### src/sv/mat_pkg.sv
// ============================================================================
// Moving-average threshold package
// Fixed field widths, register indexes, reset values and the configuration
// type shared by the front part, the back part and the top level.
// ============================================================================
package mat_pkg;

    localparam int CMP_W       = 32;
    localparam int CFG_W       = 16;
    localparam int CFG_IDX_W   = 1;
    localparam int QUEUE_DEPTH = 4;

    localparam logic [CFG_IDX_W-1:0] CFG_NUMERATOR   = 1'b0;
    localparam logic [CFG_IDX_W-1:0] CFG_DENOMINATOR = 1'b1;

    localparam logic [CFG_W-1:0] NUMERATOR_RESET   = 16'd2;
    localparam logic [CFG_W-1:0] DENOMINATOR_RESET = 16'd100;

    typedef struct packed {
        logic [CFG_W-1:0] numerator;
        logic [CFG_W-1:0] denominator;
    } cfg_t;

endpackage

### src/sv/mat_ifs.sv
// ============================================================================
// Moving-average threshold channels
// Valid/ready channels for samples, results and configuration writes.
// ============================================================================
interface mat_in_if #(
    parameter int SAMPLE_WIDTH = 32
);
    logic                           valid;
    logic                           ready;
    logic [SAMPLE_WIDTH-1:0]        new_sample;
    logic [mat_pkg::CMP_W-1:0]      compare_value;

    modport source (output valid, output new_sample, output compare_value, input ready);
    modport sink   (input valid, input new_sample, input compare_value, output ready);
endinterface


### src/sv/mat_ram.sv
// ============================================================================
// Generic RAM
// One write port and one read port with registered read data.
// ============================================================================
module mat_ram #(
    parameter int WIDTH = 32,
    parameter int DEPTH = 16
) (
    input  logic                     clk,
    input  logic                     we,
    input  logic [$clog2(DEPTH)-1:0] waddr,
    input  logic [WIDTH-1:0]         wdata,
    input  logic [$clog2(DEPTH)-1:0] raddr,
    output logic [WIDTH-1:0]         rdata
);

    logic [WIDTH-1:0] mem_reg [DEPTH];

    always_ff @(posedge clk)
    begin
        if (we)
        begin
            mem_reg[waddr] <= wdata;
        end
        rdata <= mem_reg[raddr];
    end

endmodule

### src/sv/mat_front.sv
// ============================================================================
// Moving-average threshold front part
// Accepts samples, keeps the ring, running sum, write slot and fill level,
// and queues the updated window state with the compare value.
// ============================================================================
module mat_front #(
    parameter int WINDOW_SIZE  = 16,
    parameter int SAMPLE_WIDTH = 32,
    parameter int TOTAL_W      = SAMPLE_WIDTH + $clog2(WINDOW_SIZE),
    parameter int CNT_W        = $clog2(WINDOW_SIZE + 1),
    parameter int PUSH_W       = TOTAL_W + CNT_W + mat_pkg::CMP_W
) (
    input  logic              clk,
    input  logic              rst_n,
    mat_in_if.sink            sample,
    output logic              push_valid,
    input  logic              push_ready,
    output logic [PUSH_W-1:0] push_data
);

    localparam int SLOT_W = $clog2(WINDOW_SIZE);

    logic signed [TOTAL_W-1:0] total_reg, total_next;
    logic [SLOT_W-1:0]         slot_reg, slot_next;
    logic [CNT_W-1:0]          fill_reg, fill_next;
    logic [SAMPLE_WIDTH-1:0]   leaving;
    logic signed [TOTAL_W-1:0] drop, add;
    logic                      full_now;
    logic                      accept;

    assign accept       = sample.valid && push_ready;
    assign sample.ready = push_ready;
    assign push_valid   = sample.valid;
    assign full_now     = (fill_reg == CNT_W'(WINDOW_SIZE));

    // The RAM is read at the slot that the next sample will overwrite, so the
    // leaving sample is already waiting when that sample arrives.
    mat_ram #(
        .WIDTH (SAMPLE_WIDTH),
        .DEPTH (WINDOW_SIZE)
    ) u_ring (
        .clk   (clk),
        .we    (accept),
        .waddr (slot_reg),
        .wdata (sample.new_sample),
        .raddr (slot_next),
        .rdata (leaving)
    );

    always_comb
    begin
        add        = TOTAL_W'($signed(sample.new_sample));
        drop       = full_now ? TOTAL_W'($signed(leaving)) : '0;
        total_next = total_reg;
        slot_next  = slot_reg;
        fill_next  = fill_reg;
        if (accept)
        begin
            total_next = total_reg - drop + add;
            slot_next  = slot_reg + SLOT_W'(1);
            if (!full_now)
            begin
                fill_next = fill_reg + CNT_W'(1);
            end
        end
    end

    assign push_data = {total_next, fill_next, sample.compare_value};

    always_ff @(posedge clk or negedge rst_n)
    begin
        if (!rst_n)
        begin
            total_reg <= '0;
            slot_reg  <= '0;
            fill_reg  <= '0;
        end
        else
        begin
            total_reg <= total_next;
            slot_reg  <= slot_next;
            fill_reg  <= fill_next;
        end
    end

endmodule

### src/flat_wrapper.sv
// flat-port wrapper written by rule: the top's interface ports become plain ports
module mat_front_flat 
#(
    parameter int WINDOW_SIZE  = 16,
    parameter int SAMPLE_WIDTH = 32,
    parameter int TOTAL_W      = SAMPLE_WIDTH + $clog2(WINDOW_SIZE),
    parameter int CNT_W        = $clog2(WINDOW_SIZE + 1),
    parameter int PUSH_W       = TOTAL_W + CNT_W + mat_pkg::CMP_W
)
  (clk, rst_n, push_valid, push_ready, push_data, sample_valid, sample_new_sample, sample_compare_value, sample_ready);
  mat_in_if #(.SAMPLE_WIDTH(SAMPLE_WIDTH)) sample_i ();
  input  logic clk;
  input  logic rst_n;
  output logic push_valid;
  input  logic push_ready;
  output logic [PUSH_W-1:0] push_data;
  input wire logic [$bits(sample_i.valid)-1:0] sample_valid;
  input wire logic [$bits(sample_i.new_sample)-1:0] sample_new_sample;
  input wire logic [$bits(sample_i.compare_value)-1:0] sample_compare_value;
  output wire logic [$bits(sample_i.ready)-1:0] sample_ready;
  assign sample_i.valid = sample_valid;
  assign sample_i.new_sample = sample_new_sample;
  assign sample_i.compare_value = sample_compare_value;
  assign sample_ready = sample_i.ready;
  mat_front #(.WINDOW_SIZE(WINDOW_SIZE), .SAMPLE_WIDTH(SAMPLE_WIDTH), .TOTAL_W(TOTAL_W), .CNT_W(CNT_W), .PUSH_W(PUSH_W)) u_core (.clk(clk), .rst_n(rst_n), .sample(sample_i), .push_valid(push_valid), .push_ready(push_ready), .push_data(push_data));
endmodule
### config.mk
export PLATFORM = sky130hd
export DESIGN_NAME = mat_front_flat
export DESIGN_NICKNAME = d
export VERILOG_FILES = /design/src/sv/mat_pkg.sv /design/src/sv/mat_ifs.sv /design/src/sv/mat_ram.sv /design/src/sv/mat_front.sv /design/src/flat_wrapper.sv
export SDC_FILE = /design/constraint.sdc
export NUM_CORES = 1
export LEC_CHECK = 0
export BUFFER_PORTS_ARGS = -buffer_cell sky130_fd_sc_hd__buf_2
export CAP_MARGIN = 20
export CORE_MARGIN = 2
export CORE_UTILIZATION = 51
export CTS_BUF_LIST = sky130_fd_sc_hd__clkbuf_4 sky130_fd_sc_hd__clkbuf_8 sky130_fd_sc_hd__clkbuf_16
export DETAILED_ROUTE_END_ITERATION = 6
export HOLD_SLACK_MARGIN = 0.05
export PLACE_DENSITY = 0.69
export SKIP_CTS_REPAIR_TIMING = 1
export SLEW_MARGIN = 20
export SYNTH_ARGS = -nofsm -noshare
export SYNTH_HDL_FRONTEND = slang
export SYNTH_SLANG_ARGS = --single-unit
export TNS_END_PERCENT = 50
### constraint.sdc
create_clock -name clk -period 12.2 [get_ports clk]
set_clock_uncertainty 0.2 [all_clocks]
set_input_delay 2.44 -clock clk [delete_from_list [all_inputs] [get_ports clk]]
set_output_delay 2.44 -clock clk [all_outputs]
set_load 0.03 [all_outputs]
==> flow_summary_export.csv <==
group,metric,value,unit
global_route,grt_max_degree,161,
setup_path,crit_path_start_kind,"input port",
sta,worst_slack,3.48,ns
drt,drt-total-wl,67900,um
clock_tree,numCtsBuffers,58,
sta,hold_viol,0,
clock_tree,htreeDepth,2,
drt,via_per_inst,5.88,
yosys,ys.flop_type,"edfxtp_1",
yosys,synthesis.nets,2433,
setup_path,cp_data_required_time,9.56,ns
global_route,grt_antenna_before_repair,3,
yosys,netlist_instances,2287,
yosys,yosysTopAreaCellShare,58.2,%
yosys,yosys_warnings,0,
drt,drt_first_pass_iters,6,
yosys,synthTopCellsByArea,"edfxtp_1 (58%), nand2_1 (8.2%), nand3_1 (5.2%), dfrtp_1 (4.3%), fa_1 (2.7%)",
yosys,ys_seq_area_share,64.9,%
yosys,ys_async_sr_fraction,7.64,%
clock_tree,cts_root_buf,"clkbuf_16",
place,gp_routability_congestion,0.881,
yosys,yosysUniqueCellTypes,71,
setup_path,endpoint_kind,"output port",
yosys,syn_area,26400,um2
setup_path,worstSetupPathType,"in2out",
sta,layout_min_cycle_time,8.72,ns
place,hpwl,38100,um
pwr,power_density,263,nW/um2
floorplanning,die_x,232,um
floorplanning,start_util,51.5,%
yosys,synth-edff-count,512,
sta,slew_violations,0,
sta,finalSetupTns,0,ns
floorplanning,die-area,53600,um2
setup_path,arrival,6.08,ns
worst_hold_path,hold_path.class,"reg2reg",
place,dp_slack,3.50,ns
sta,slew_headroom,36.1,%
yosys,yosys_register_bits,589,
floorplanning,ios,143,
sta,setup_viol,0,
clock_tree,clock_path_buffers,3,
floorplanning,dieHeight,232,um
finish,diodes,0,
floorplanning,rows,83,
yosys,synth.largest_area_cell,"edfxtp_1",
sta,rsz0062_at_grt,"false",
place,portBuffers,78,
global_route,grt_overflow_total,0,
sta,post-route-period-util,71.5,%
drt,wl_per_cell,22.5,um
global_route,track_usage,25.2,%
clock_tree,cts_tree,"built",
clock_tree,cts_sinks,589,
drt,ant_nets,0,
clock_tree,path_clk_slew,0.06,ns
drt,vias,17724,
status,status,"complete, no violations",
drt,drtIter0Drc,2141,
pwr,peakVddDrop,0.224,mV
global_route,grt_pass1_wl,102000,um
sta,timing.fmax,115,MHz
pwr,leakage,11.2,nW
global_route,grt_pass1_vias,16915,
drt,drc,0,
finish,fin_nets,2432,
job,drv_cap,0,
yosys,avgSynthCellArea,11.5,um2
setup_path,path_max_fanout,17,
finish,drive_gt1_share,10.9,%
floorplanning,core,51300,um2
sta,worstMarginPinSlew,0.959,ns
clock_tree,insertion_delay,0.62,ns
finish,largest_register_ffs,512,
finish,area_growth,10.8,%
## per-layer routing
metal | vias to the layer above | track usage [%] | wire (um)
met5 | - | 0 | 23
met4 | 4 | 7.39 | 1530
met3 | 103 | 4.16 | 5940
met2 | 825 | 40.6 | 32200
met1 | 8764 | 35.6 | 28200
li1 | 8028 | - | -
## logic make-up (layout without fill, tap and decap cells)
group                    after synthesis  after routing  share of synthesized area, %
XOR/XNOR                              32             32                          1.09
flip-flops                           589            589                          64.9
buffers and inverters                323            372                          5.32
AO/OA/AOI/OAI                        253            253                          6.87
adder cells (fa/ha/maj)               78             78                          4.69
AND/OR/NAND/NOR                     1012           1012                          17.1
## cell usage after synthesis, types with 38 or more instances
cell type and n:
nand3_1 273, o21ai_0 40, inv_1 151, and3_1 42, and2_1 49, nand2_1 576
a311oi_1 65, clkbuf_1 75, ha_1 43, edfxtp_1 512, buf_2 52, dfrtp_1 45
a21oi_1 38
## critical path, cell delays in order
cell and delay (ns):
buf_2 0.25, inv_1 0.13, fa_1 0.55, inv_1 0.04
ha_1 0.33, a21oi_1 0.40, a2111oi_4 0.15, o41ai_2 0.63
a211oi_2 0.19, o211ai_1 0.24, a211oi_1 0.11, o32ai_1 0.34
buf_2 0.26
## cells in the final DEF (no fill, tap or decap), types with 20 or more instances in the layout
| master | Yosys | final |
|---|---|---|
| fa_1 | 35 | 35 |
| a311oi_1 | 65 | 65 |
| clkbuf_16 | 0 | 61 |
| o21ai_0 | 40 | 40 |
| dfrtp_1 | 45 | 45 |
| and3_1 | 42 | 38 |
| a31oi_1 | 36 | 36 |
| a21oi_1 | 38 | 38 |
| clkbuf_4 | 0 | 24 |
| ha_1 | 43 | 43 |
| edfxtp_1 | 512 | 512 |
| nor2_1 | 20 | 20 |
| dfxtp_1 | 32 | 32 |
| and2_1 | 49 | 37 |
| buf_2 | 52 | 78 |
| inv_1 | 151 | 150 |
| nand2_1 | 576 | 575 |
| buf_4 | 34 | 29 |
| nand3_1 | 273 | 273 |
## cell type report
cell class / count / area (um2)
clock buffers: 98 / 1890
clock inverters: 12 / 191
fillers: 4192 / 22000
inverters: 152 / 578
multi-input cells: 1375 / 7940
flip-flops and latches: 589 / 17100
well taps: 680 / 851
repair buffers: 110 / 676
## metrics by stage
stage               cell area, um2  cells  util [%]  total power, mW  hold WS [ns]
detailed placement           27200   2905      52.9             5.76         0.313
CTS                          29200   3015      57.0             7.65         0.328
finish                       29300   3016      57.0             7.69         0.310
global placement             27200   2905      52.9             5.71         0.281
global route                 29300   3016      57.0             8.10         0.355
floorplan                    26400   2287         -             4.86         0.438
## power breakdown
part	switching, mW	internal (mW)	total, mW
Sequential	0.0940	2.41	2.51
Combinational	2.27	1.02	3.29
Clock	0.742	1.16	1.90
Total	3.11	4.59	7.69
## path summary, 6_finish.rpt
| kind | from | end | slack, ns | cells after the start |
|---|---|---|---|---|
| max reg2reg | u_core.fill_reg[0]$_DFF_PN0_ | u_core.total_reg[33]$_DFF_PN0_ | 7.63 | 16 |
| min reg2reg | u_core.fill_reg[4]$_DFF_PN0_ | u_core.fill_reg[4]$_DFF_PN0_ | 0.31 | 1 |
| min | u_core.fill_reg[4]$_DFF_PN0_ | u_core.fill_reg[4]$_DFF_PN0_ | 0.31 | 1 |
| max | sample_new_sample[2] | push_data[72] | 3.48 | 13 |
| max in group asynchronous | rst_n | u_core.slot_reg[1]$_DFF_PN0_ | 9.52 | 2 |
| min in group asynchronous | rst_n | u_core.fill_reg[4]$_DFF_PN0_ | 1.77 | 2 |
Note: power is estimated with default switching activity, not from simulation.
