## config.mk

```make
export PLATFORM = sky130hd
export DESIGN_NAME = mat_fifo
export DESIGN_NICKNAME = d
export VERILOG_FILES = /design/src/sv/mat_fifo.sv
export SDC_FILE = /design/constraint.sdc
export NUM_CORES = 1
export LEC_CHECK = 0
export BUFFER_PORTS_ARGS = -buffer_cell sky130_fd_sc_hd__buf_2
export CAP_MARGIN = 40
export CORE_MARGIN = 1
export CORE_UTILIZATION = 59
export CTS_BUF_LIST = sky130_fd_sc_hd__clkbuf_4
export CTS_CLUSTER_SIZE = 16
export DETAILED_ROUTE_END_ITERATION = 10
export PLACE_DENSITY = 0.86
export SYNTH_ARGS = -nofsm -noshare
export SYNTH_HDL_FRONTEND = slang
export SYNTH_SLANG_ARGS = --single-unit
```

## constraint.sdc

```tcl
create_clock -name clk -period 3 [get_ports clk]
set_input_delay 0.15 -clock clk [delete_from_list [all_inputs] [get_ports clk]]
set_output_delay 0.15 -clock clk [all_outputs]
set_load 0.02 [all_outputs]
```

## src/sv/mat_fifo.sv

```systemverilog
// ============================================================================
// Moving-average threshold queue
// Short first-in first-out queue that decouples the front and back parts.
// ============================================================================
module mat_fifo #(
    parameter int WIDTH = 64,
    parameter int DEPTH = 4
) (
    input  logic             clk,
    input  logic             rst_n,
    input  logic             push_valid,
    output logic             push_ready,
    input  logic [WIDTH-1:0] push_data,
    output logic             pop_valid,
    input  logic             pop_ready,
    output logic [WIDTH-1:0] pop_data
);

    localparam int ADDR_W = $clog2(DEPTH);

    logic [WIDTH-1:0]  slot_reg [DEPTH];
    logic [ADDR_W-1:0] wr_ptr_reg, wr_ptr_next;
    logic [ADDR_W-1:0] rd_ptr_reg, rd_ptr_next;
    logic [ADDR_W:0]   count_reg, count_next;
    logic              do_push, do_pop;

    assign push_ready = (count_reg != (ADDR_W+1)'(DEPTH));
    assign pop_valid  = (count_reg != '0);
    assign pop_data   = slot_reg[rd_ptr_reg];
    assign do_push    = push_valid && push_ready;
    assign do_pop     = pop_valid && pop_ready;

    always_comb
    begin
        wr_ptr_next = do_push ? wr_ptr_reg + ADDR_W'(1) : wr_ptr_reg;
        rd_ptr_next = do_pop  ? rd_ptr_reg + ADDR_W'(1) : rd_ptr_reg;
        count_next  = count_reg;
        if (do_push && !do_pop)
        begin
            count_next = count_reg + (ADDR_W+1)'(1);
        end
        else if (do_pop && !do_push)
        begin
            count_next = count_reg - (ADDR_W+1)'(1);
        end
    end

    always_ff @(posedge clk or negedge rst_n)
    begin
        if (!rst_n)
        begin
            wr_ptr_reg <= '0;
            rd_ptr_reg <= '0;
            count_reg  <= '0;
        end
        else
        begin
            wr_ptr_reg <= wr_ptr_next;
            rd_ptr_reg <= rd_ptr_next;
            count_reg  <= count_next;
        end
    end

    always_ff @(posedge clk)
    begin
        if (do_push)
        begin
            slot_reg[wr_ptr_reg] <= push_data;
        end
    end

endmodule

```

==> flow_summary_export.csv, run 1 <==
group,metric,value,unit
status,run_status,"completed",
clocking,cts.root.buffer_cell,"clkbuf_4",
synthesis,yosysUniqueCellTypes,19,
grt,met2_usage,36.52,%
setup_path,critical_path_buf_inv_count,2,
floorplanning,core_area,15940,µm²
power_and_ir_drop,seq_power_share,43.7,%
clocking,clk_pin_slew,0.06,ns
final_layout,fillers,891,
synthesis,synth_area,9640,µm²
synthesis,synth.avg_cell_area,26.13,µm²
grt,first_pass_grt_wire_length,27.24,mm
final_layout,finish.cell_count_without_fillers,886,
detailed_routing,antenna_left,0,
sta,timing.final.crit_period,2.606,ns
synthesis,synth-async-reset-ratio,2.662,%
setup_path,critical_path.cell_chain,"buf_4 > mux4_2 > buf_2",
final_layout,nNetsFinal,711,
job,cap_violations,0,
grt,gr-total-overflow,0,
place,port_buffers,133,
setup_path,r2r-end,"count_reg[2]",
clocking,clock_latency_reported_for_the_late_side_of_the_worst_skew_pair,0.65,ns
synthesis,yosysSeqAreaShare,81.56,%
clocking,number_of_buffers_created_by_cts,67,
setup_path,critical_path.endpoint_type,"primary output",
synthesis,synth-main-ff-cell,"edfxtp_1",
final_layout,postLayoutCellArea,12140,µm²
clocking,cts_htree_levels,3,
grt,grt_util_all_layers,22.63,%
clocking,clk_path_buf_depth,3,
sta,grt_setup_unrepaired,"no",
power_and_ir_drop,pwr-share-comb,31.5,%
power_and_ir_drop,netSwitchingFraction,31.36,%
floorplanning,die_height,129.8,µm
sta,setup_viol,0,
clocking,tritoncts_num_sinks,263,
detailed_routing,wirelength,18.23,mm
detailed_routing,drc_violation_count_after_routing,0,
sta,worst_slew_margin_rel,66.24,%
synthesis,synthXorXnorAreaFrac,0.5451,%
detailed_routing,dr.first_iter.drc_count,259,
setup_path,path_class,"reg -> out",
setup_path,cp_slowest_stage_delay,0.65,ns
synthesis,number_of_flops_mapped_to_enable_cells_by_yosys,256,
sta,finalHoldViolations,0,
floorplanning,dieArea,16850,µm²
grt,maximum_number_of_pins_on_one_net_before_global_route_repair,43,
worst_hold_path,min_delay_path_depth,2,
clocking,cts-resized-gates,0,
power_and_ir_drop,p_per_area,980.9,nW/µm²
floorplanning,design.portCount,134,
synthesis,post-synth-top-area-fraction,79.74,%
setup_path,crit_start,"rd_ptr_reg[0]",
sta,postLayoutSetupSlackWorst,0.3940,ns
synthesis,synth-adder-area-share,0.8566,%
setup_path,timing.critical_path.depth,3,
power_and_ir_drop,total_leakage_power,0.004324,µW
synthesis,synth_cells,369,
detailed_routing,viasPerCell,5.523,
final_layout,layout-area-overhead-vs-synth,25.96,%
synthesis,synth_top_family_by_area,"multiplexers",
place,place_area,10650,µm²
setup_path,critPathSlowestCell,"dfrtp_4",
final_layout,drive_above_1_share,47.38,%
synthesis,syn_nets,443,
synthesis,synth.top_cells.by_count,"edfxtp_1, mux4_2, dfrtp_1",
synthesis,post_synth_mux_area_share,15.18,%
sta,final.period_utilization,86.87,%
synthesis,ys_warn_count,0,
synthesis,synth.area.top_cells,"edfxtp_1, mux4_2, dfrtp_1",
setup_path,worst_r2r_startpoint,"count_reg[0]",
detailed_routing,drt-wirelength-per-cell,20.57,µm
setup_path,regToRegSetupSlack,0.82,ns
grt,met3_routing_resource_usage_after_global_routing,5.371,%
power_and_ir_drop,power.net_switching,3735,µW
grt,busiest_layer,"met2",
sta,max_freq,383.7,MHz
sta,drv_slew,0,
grt,antenna_found_initial,0,
setup_path,worst-path-max-fanout,18,
synthesis,synthDominantAreaCellType,"edfxtp_1",
setup_path,critical-path-top-delay-family,"flip-flops",
clocking,post-cts-setup-buffer-count,0,
floorplanning,core_rows,46,
final_layout,largest_register_ff_count,256,
synthesis,synthSimpleGateAreaFrac,0.5321,%
sta,worst_slew_pin_slew,0.5064,ns
clocking,hold_buffers,68,
setup_path,setup.worst_path.start_class,"flop",
worst_hold_path,holdCritPathClass,"in -> reg",
setup_path,reg2regPathDepth,8,
place,placed_cells_incl_taps,716,
power_and_ir_drop,irDropWorstVdd,0.4947,mV
clocking,cts_tree,"done",
power_and_ir_drop,internal_power,8176,µW
detailed_routing,first_pass_iters,4,
place,post-dp-hpwl,10.50,mm
setup_path,crit_required,2.85,ns
place,post-place-ws,0.8322,ns
synthesis,ys_seq_elements,263,
grt,grt_pass1_vias,5284,
detailed_routing,vias,4893,
sta,clock_skew,0.03496,ns
power_and_ir_drop,pwr-share-clk,24.8,%
synthesis,synth_compound_gate_area_share,0.1168,%
sta,tns,0,ns
synthesis,most_common_cell_in_the_synthesized_netlist,"edfxtp_1",
floorplanning,chipWidth,129.8,µm
setup_path,worst_setup_ep,"pop_data[28]",
grt,grt_use_met1,28.57,%
setup_path,arrival,2.46,ns
place,place_congestion,0.6925,
floorplanning,initial_utilization,60.47,%
==> routing by layer <==
layer | vias to the layer above | wire, µm
met5 | - | 0
met4 | 0 | 551
met3 | 41 | 985
met2 | 206 | 9375
met1 | 2504 | 7315
li1 | 2142 | -
==> worst register-to-register path: stages, from the launching register on <==
cell	delay, ns
dfrtp_1	0.44
or3_1	0.41
nand2_1	0.14
ha_1	0.20
inv_1	0.06
fa_1	0.38
xor2_1	0.17
nor2_1	0.12
xor2_1	0.18
==> area by class of cell <==
cell class	count	area, µm²	area share, %
Clock inverter	7	105.1	0.8655
Tap cell	216	270.3	2.226
Timing Repair Buffer	213	1506	12.41
Clock buffer	94	705.7	5.811
Multi-Input combinational cell	89	1672	13.77
Inverter	3	11.26	0.09274
Sequential cell	263	7870	64.81
Antenna cell	1	2.502	0.02061
==> how the worst min path moves through the flow <==
stage / start / to / slack (ns)
3_3_place_gp: rst_n / count_reg[0] / -0.01
6_report: push_data[37] / slot_reg[3][37] / 0.26
4_1_cts: push_data[26] / slot_reg[1][26] / 0.21
3_5_place_dp: rst_n / count_reg[1] / -0.005
5_1_grt: push_data[9] / slot_reg[2][9] / 0.23
2_1_floorplan: rst_n / count_reg[0] / -0.15
==> layout by cell type (no fill, tap or decap), drive strengths merged <==
cell         instances
mux2                 2
fa                   1
bufinv               3
clkbuf              94
nand2                2
dfrtp                7
or3                  1
clkinv               2
diode                1
and2                 4
xnor2                4
xor2                 2
mux4                64
ha                   5
edfxtp             256
buf                145
dlygate4sd3         68
nand3                1
nor2                 2
a21boi               1
inv                  5
==> stage by stage <==
step                util, %  hold WS (ns)  total power [µW]
finish                76.17        0.2645             11910
global route          76.15        0.2309             12490
CTS                   76.15        0.2086             12030
detailed placement    66.79     -0.004851              8996
global placement      66.62      -0.01398              8807
floorplan                 -       -0.1456              7791
==> logic make-up after synthesis <==
family	after synthesis
flip-flops	263
AND/OR/NAND/NOR	10
adder cells (fa/ha/maj)	6
multiplexers	66
buffers and inverters	17
AO/OA/AOI/OAI	1
XOR/XNOR	6
==> power by group through the flow <==
stage                     Sequential (µW)  Combinational, µW  Clock, µW
after floorplan                      5090               2700          0
after global placement               5320               3480          0
after detailed placement             5280               3710          0
final                                5210               3750       2950
after global routing                 5270               4000       3220
after CTS                            5210               3800       3020
No activity file was read; power rests on OpenSTA's default activity.
==> run 2: changes to the inputs <==
--- a/config.mk
+++ b/config.mk
@@ -5,10 +5,11 @@
 export SDC_FILE = /design/constraint.sdc
 export NUM_CORES = 1
 export LEC_CHECK = 0
+export ABC_AREA = 1
 export BUFFER_PORTS_ARGS = -buffer_cell sky130_fd_sc_hd__buf_2
 export CAP_MARGIN = 40
 export CORE_MARGIN = 1
-export CORE_UTILIZATION = 59
+export CORE_UTILIZATION = 60
 export CTS_BUF_LIST = sky130_fd_sc_hd__clkbuf_4
 export CTS_CLUSTER_SIZE = 16
 export DETAILED_ROUTE_END_ITERATION = 10
==> constraint.sdc (replaced) <==
create_clock -name clk -period 2.7 [get_ports clk]
set_input_delay 0.135 -clock clk [delete_from_list [all_inputs] [get_ports clk]]
set_output_delay 0.135 -clock clk [all_outputs]
set_load 0.02 [all_outputs]
==> run 2 against run 1 <==
Net effect: clock skew down 0.0035 ns; critical path depth up 3; sequential share of layout area down 4.2 points; first-iteration DRC count up 40%; routed wire length up 15%; via count up 39%; clock power up 6%; synthesized area up 11%; sequential cell count unchanged; utilization down 1.2 points; largest power group unchanged; highest routed layer unchanged.
==> flow_summary_export.csv, run 2 <==
group,metric,value,unit
final_layout,finish.cell_count_without_fillers,1320,
detailed_routing,wirelength,21.00,mm
synthesis,yosysSeqAreaShare,73.80,%
detailed_routing,dr.first_iter.drc_count,362,
clocking,cts_tree,"done",
detailed_routing,antenna_left,0,
clocking,clk_path_buf_depth,3,
synthesis,synth.top_cells.by_count,"edfxtp_1, nand2_1, inv_1",
power_and_ir_drop,total_leakage_power,0.005390,µW
detailed_routing,vias,6822,
setup_path,critical_path.endpoint_type,"primary output",
final_layout,multiInputGateArea,1928,µm²
sta,finalHoldViolations,0,
place,post-place-ws,0.6240,ns
sta,final.period_utilization,93.47,%
synthesis,synth-main-ff-cell,"edfxtp_1",
synthesis,synthDominantAreaCellType,"edfxtp_1",
synthesis,synth_area,10650,µm²
place,placed_cells_incl_taps,1137,
grt,antenna_found_initial,0,
sta,timing.hold.ws,0.2145,ns
setup_path,worst_r2r_startpoint,"count_reg[0]",
grt,maximum_number_of_pins_on_one_net_before_global_route_repair,83,
synthesis,yosysUniqueCellTypes,17,
sta,tns,0,ns
power_and_ir_drop,irDropWorstVdd,0.7802,mV
job,cap_violations,0,
floorplanning,chipWidth,135.3,µm
final_layout,leading_cell_types_in_the_layout_fill_and_taps_excluded,"edfxtp_1, nand2_1, inv_1, buf_2, o211ai_1",
synthesis,number_of_flops_mapped_to_enable_cells_by_yosys,256,
worst_hold_path,min_delay_path_depth,2,
setup_path,crit_required,2.57,ns
sta,worst_slew_margin_rel,45.98,%
place,post-dp-hpwl,11.24,mm
sta,drv_slew,0,
sta,max_freq,396.2,MHz
floorplanning,design.portCount,134,
place,place_area,11480,µm²
sta,postLayoutSetupSlackWorst,0.1763,ns
synthesis,syn_nets,880,
final_layout,antenna_cells,0,
sta,setup_viol,0,
grt,first_pass_grt_wire_length,32.58,mm
setup_path,worst-path-max-fanout,82,
sta,clock_skew,0.03146,ns
detailed_routing,viasPerCell,5.168,
worst_hold_path,worst_min_delay_path_startpoint,"push_data[57]",
synthesis,synth_cells,806,
synthesis,synth.avg_cell_area,13.22,µm²
final_layout,postLayoutCellArea,12970,µm²
setup_path,arrival,2.39,ns
sta,grt_setup_unrepaired,"no",
setup_path,r2r-end,"count_reg[1]",
floorplanning,initial_utilization,61.60,%
setup_path,reg2regPathDepth,9,
sta,timing.final.crit_period,2.524,ns
power_and_ir_drop,p_per_area,1075,nW/µm²
detailed_routing,first_pass_iters,4,
detailed_routing,drc_violation_count_after_routing,0,
status,run_status,"completed",
clocking,post-cts-setup-buffer-count,0,
setup_path,regToRegSetupSlack,0.62,ns
grt,gr-total-overflow,0,
final_layout,layout-area-overhead-vs-synth,21.73,%
floorplanning,die_height,135.3,µm
worst_hold_path,hold_path_end,"slot_reg[0][57]",
grt,grt_util_all_layers,23.71,%
place,place_congestion,0.7623,
place,port_buffers,133,
final_layout,drive_above_1_share,23.29,%
synthesis,ys_warn_count,0,
synthesis,most_common_cell_in_the_synthesized_netlist,"edfxtp_1",
clocking,tritoncts_num_sinks,263,
synthesis,post-synth-top-area-fraction,72.16,%
worst_hold_path,holdCritPathClass,"in -> reg",
sta,worst_slew_pin_slew,0.8103,ns
clocking,number_of_buffers_created_by_cts,61,
final_layout,nNetsFinal,1117,
final_layout,fillers,1080,
clocking,cts_htree_levels,2,
final_layout,layout.cells.most_common,"edfxtp_1",
clocking,cts-resized-gates,0,
synthesis,synth-async-reset-ratio,2.662,%
detailed_routing,drt-wirelength-per-cell,15.91,µm
floorplanning,core_area,17300,µm²
synthesis,synth.area.top_cells,"edfxtp_1, o211ai_1, nand2_1",
floorplanning,core_rows,48,
final_layout,largest_register_ff_count,256,
clocking,cts.root.buffer_cell,"clkbuf_4",
grt,grt_pass1_vias,6919,
final_layout,layout.area.seq,7864,µm²
clocking,clk_pin_slew,0.07,ns
floorplanning,dieArea,18290,µm²
setup_path,setup.worst_path.start_class,"flop",
setup_path,path_class,"reg -> out",
synthesis,ys_seq_elements,263,
clocking,clock_latency_reported_for_the_late_side_of_the_worst_skew_pair,0.68,ns
-- run 2: changes by cell type after synthesis, sizes merged, moves of 3 or more --
| cell | before | now |
|---|---|---|
| and2 | 4 | 0 |
| buf | 13 | 38 |
| clkbuf | 1 | 4 |
| inv | 3 | 144 |
| mux4 | 64 | 0 |
| nand2 | 2 | 209 |
| nand3 | 1 | 7 |
| o211ai | 0 | 128 |
| xnor2 | 4 | 1 |
-- run 2: worst max-delay path, cell delays in order (launching register included) --
cell,delay [ns]
dfrtp_1,0.44
inv_6,0.45
buf_12,0.32
nand2_1,0.10
o211ai_1,0.13
nand2_1,0.10
buf_2,0.17
-- run 2: layout make-up --
cell class,instances,area share [%]
Timing Repair Buffer,216,11.92
Inverter,144,4.206
Clock inverter,16,0.4631
Tap cell,225,2.171
Sequential cell,263,60.64
Multi-Input combinational cell,357,14.87
Clock buffer,99,5.731
-- run 2: routing by layer --
metal	up-vias	global-route usage (%)	routed length, µm
met3	51	5.275	1282
met1	3217	26.27	8067
met2	229	42.51	11070
met5	-	0	0
met4	0	12.55	582
li1	3325	-	-
-- run 2: worst max-delay path by stage --
stage | from | end | slack, ns | depth (start not counted)
after floorplan | count_reg[0] | slot_reg[0][0] | -0.37 | 4
after global placement | count_reg[0] | count_reg[1] | 0.68 | 9
after detailed placement | count_reg[0] | count_reg[1] | 0.62 | 9
after CTS | rd_ptr_reg[0] | pop_data[3] | 0.15 | 6
after global routing | rd_ptr_reg[0] | pop_data[3] | 0.005 | 6
final | rd_ptr_reg[0] | pop_data[62] | 0.18 | 6
-- run 2: kinds of logic (layout without fill, tap and decap cells) --
family	count (synthesis)	in the layout	synth area share, %
buffers and inverters	186	475	8.385
adders and majority gates	6	6	0.7751
and+or+nand+nor	221	221	7.892
xor gates and xnor gates	1	1	0.08222
AOI/OAI and AO/OA	129	129	9.066
DFF	263	263	73.80
-- run 2: metrics by stage --
stage	utilization (%)	power (µW)
after floorplan	-	9402
after global placement	66.40	10630
after detailed placement	66.40	10810
after CTS	74.98	14010
after global routing	74.98	14720
final	74.98	13950
-- run 2: report_power, final --
group / switching (µW) / total, µW / internal [µW]
combinational: 3620 / 5240 / 1620
clock: 1480 / 3130 / 1650
sequential: 214 / 5580 / 5360
total: 5310 / 13900 / 8640
-- run 2: what timing repair did --
item | in CTS | in global routing
hold buffers | 68 | 0
setup endpoints to repair | 0 | 0
endpoints found under the hold margin | 268 | 0
==> run 3: changes to the inputs <==
--- a/config.mk
+++ b/config.mk
@@ -8,12 +8,12 @@
 export ABC_AREA = 1
 export BUFFER_PORTS_ARGS = -buffer_cell sky130_fd_sc_hd__buf_2
 export CAP_MARGIN = 40
-export CORE_MARGIN = 1
-export CORE_UTILIZATION = 60
+export CORE_MARGIN = 8
+export CORE_UTILIZATION = 35
 export CTS_BUF_LIST = sky130_fd_sc_hd__clkbuf_4
 export CTS_CLUSTER_SIZE = 16
 export DETAILED_ROUTE_END_ITERATION = 10
-export PLACE_DENSITY = 0.86
+export PLACE_DENSITY = 0.59
 export SYNTH_ARGS = -nofsm -noshare
 export SYNTH_HDL_FRONTEND = slang
 export SYNTH_SLANG_ARGS = --single-unit
==> constraint.sdc (replaced) <==
create_clock -name clk -period 2.1 [get_ports clk]
set_input_delay 0.105 -clock clk [delete_from_list [all_inputs] [get_ports clk]]
set_output_delay 0.105 -clock clk [all_outputs]
set_load 0.02 [all_outputs]
==> run 3 against run 2 <==
Net effect: critical path depth rose by 1; non-clock buffer count rose by 9; clock skew fell by 0.0039 ns; first-iteration DRC count fell by 33%; combinational power rose by 44%; worst hold slack improved by 0.011 ns; clock power rose by 35%; largest power group is now combinational logic.
==> flow_summary_export.csv, run 3 (synthesized netlist as in run 2, its figures left out) <==
group,metric,value,unit
status,run_status,"completed",
detailed_routing,vias,6728,
worst_hold_path,hold_path_end,"slot_reg[2][5]",
floorplanning,chipWidth,190.5,µm
detailed_routing,antenna_left,0,
detailed_routing,first_pass_iters,4,
floorplanning,core_area,30270,µm²
place,place_congestion,0.7017,
clocking,number_of_buffers_created_by_cts,70,
sta,timing.final.crit_period,2.011,ns
setup_path,critical-path-top-delay-family,"buffers and inverters",
clocking,cts_tree,"done",
power_and_ir_drop,irDropWorstVdd,0.7619,mV
clocking,clk_pin_slew,0.07,ns
worst_hold_path,holdCritPathClass,"in -> reg",
sta,setup_viol,0,
setup_path,reg2regPathDepth,10,
setup_path,critical_path.cell_chain,"buf_4 > buf_4 > inv_8 > nand2_1 > o211ai_1 > nand2_1 > buf_2",
sta,clock_skew,0.02752,ns
setup_path,arrival,1.91,ns
setup_path,worst_r2r_startpoint,"count_reg[0]",
setup_path,r2r-end,"count_reg[2]",
floorplanning,design.portCount,134,
detailed_routing,dr.first_iter.drc_count,241,
detailed_routing,drc_violation_count_after_routing,0,
power_and_ir_drop,total_leakage_power,0.005536,µW
floorplanning,core_rows,64,
sta,final.period_utilization,95.78,%
grt,first_pass_grt_wire_length,35.77,mm
job,cap_violations,0,
sta,finalHoldViolations,0,
final_layout,finish.cell_count_without_fillers,1499,
final_layout,layout-area-overhead-vs-synth,27.07,%
final_layout,fillers,2804,
grt,grt_pass1_vias,6730,
sta,max_freq,497.2,MHz
sta,drv_slew,0,
clocking,clk_path_buf_depth,3,
setup_path,critical_path_buf_inv_count,4,
setup_path,path_class,"reg -> out",
sta,tns,0,ns
setup_path,regToRegSetupSlack,0.23,ns
sta,worst_slew_margin_rel,72.20,%
floorplanning,dieArea,36280,µm²
setup_path,worst-path-max-fanout,18,
clocking,clock_latency_reported_for_the_late_side_of_the_worst_skew_pair,0.64,ns
setup_path,crit_required,2.00,ns
place,post-dp-hpwl,13.18,mm
setup_path,critPathSlowestCell,"dfrtp_2",
final_layout,leading_cell_types_in_the_layout_fill_and_taps_excluded,"edfxtp_1, nand2_1, inv_1, buf_2, o211ai_1",
detailed_routing,wirelength,22.99,mm
floorplanning,die_height,190.5,µm
floorplanning,initial_utilization,35.20,%
place,port_buffers,133,
worst_hold_path,worst_min_delay_path_startpoint,"push_data[5]",
setup_path,critical_path.endpoint_type,"primary output",
final_layout,layout.cells.most_common,"edfxtp_1",
setup_path,cp_slowest_stage_delay,0.48,ns
clocking,tritoncts_num_sinks,263,
final_layout,drive_above_1_share,24.61,%
grt,maximum_number_of_pins_on_one_net_before_global_route_repair,65,
grt,grt_util_all_layers,12.71,%
final_layout,largest_register_ff_count,256,
grt,gr-total-overflow,0,
sta,worst_slew_pin_slew,0.4170,ns
worst_hold_path,min_delay_path_depth,2,
final_layout,nNetsFinal,1137,
sta,grt_setup_unrepaired,"yes",
setup_path,setup.worst_path.start_class,"flop",
clocking,cts.root.buffer_cell,"clkbuf_4",
power_and_ir_drop,p_per_area,1399,nW/µm²
final_layout,finalCoreUtilization,44.73,%
place,placed_cells_incl_taps,1310,
detailed_routing,drt-wirelength-per-cell,15.34,µm
grt,antenna_found_initial,4,
clocking,cts_htree_levels,3,
sta,timing.hold.ws,0.2250,ns
detailed_routing,viasPerCell,4.488,
## run 3: repair_timing
action	in CTS	in global routing
buffers inserted	4	2
cloned	5	0
setup endpoints to repair	57	46
gates resized for setup	18	8
endpoints found under the hold margin	268	0
pin swaps	1	6
hold buffers	68	0
## run 3: area by class of cell
| type | count | area [µm²] | share of cell area [%] |
|---|---|---|---|
| flip-flops and latches | 263 | 7865 | 58.10 |
| multi-input cells | 357 | 1957 | 14.45 |
| repair buffers | 225 | 1808 | 13.35 |
| clock buffers | 97 | 728.2 | 5.379 |
| inverters | 144 | 556.8 | 4.113 |
| well taps | 396 | 495.5 | 3.660 |
| clock inverters | 13 | 102.6 | 0.7579 |
| repair inverters | 2 | 20.02 | 0.1479 |
| diodes | 2 | 5.005 | 0.03697 |
## run 3: metrics by stage
step	setup WS, ns	area (µm²)	total power (µW)
2_1_floorplan	0.002404	10710	12120
3_3_place_gp	0.2896	11810	14200
3_5_place_dp	0.2483	11810	14290
4_1_cts	-0.02695	13530	19340
5_1_grt	-0.06348	13540	20260
6_report	0.08856	13540	18940
## run 3: routing by layer
metal	wire, µm	up-vias	GRT usage, %	part of all wire [%]
met5	23	-	0	0.10
met4	417	4	4.594	1.8
met3	1427	45	4.060	6.2
met2	11490	161	21.69	50
met1	9635	3163	14.82	42
li1	-	3355	-	-
## run 3: report_power, final
part / switching [µW] / total (µW) / internal [µW]
registers: 272 / 7170 / 6900
logic: 4940 / 7530 / 2590
clock network: 1900 / 4240 / 2350
total: 7110 / 18900 / 11800
## run 3: how the worst max path moves through the flow
stage	startpoint	end	slack, ns	cells past startpoint
2_1_floorplan	count_reg[0]	slot_reg[0][0]	0.002	4
3_3_place_gp	count_reg[0]	count_reg[2]	0.29	10
3_5_place_dp	count_reg[0]	count_reg[2]	0.25	10
4_1_cts	rd_ptr_reg[0]	pop_data[56]	-0.03	6
5_1_grt	rd_ptr_reg[0]	pop_data[37]	-0.06	7
6_report	rd_ptr_reg[0]	pop_data[42]	0.09	7
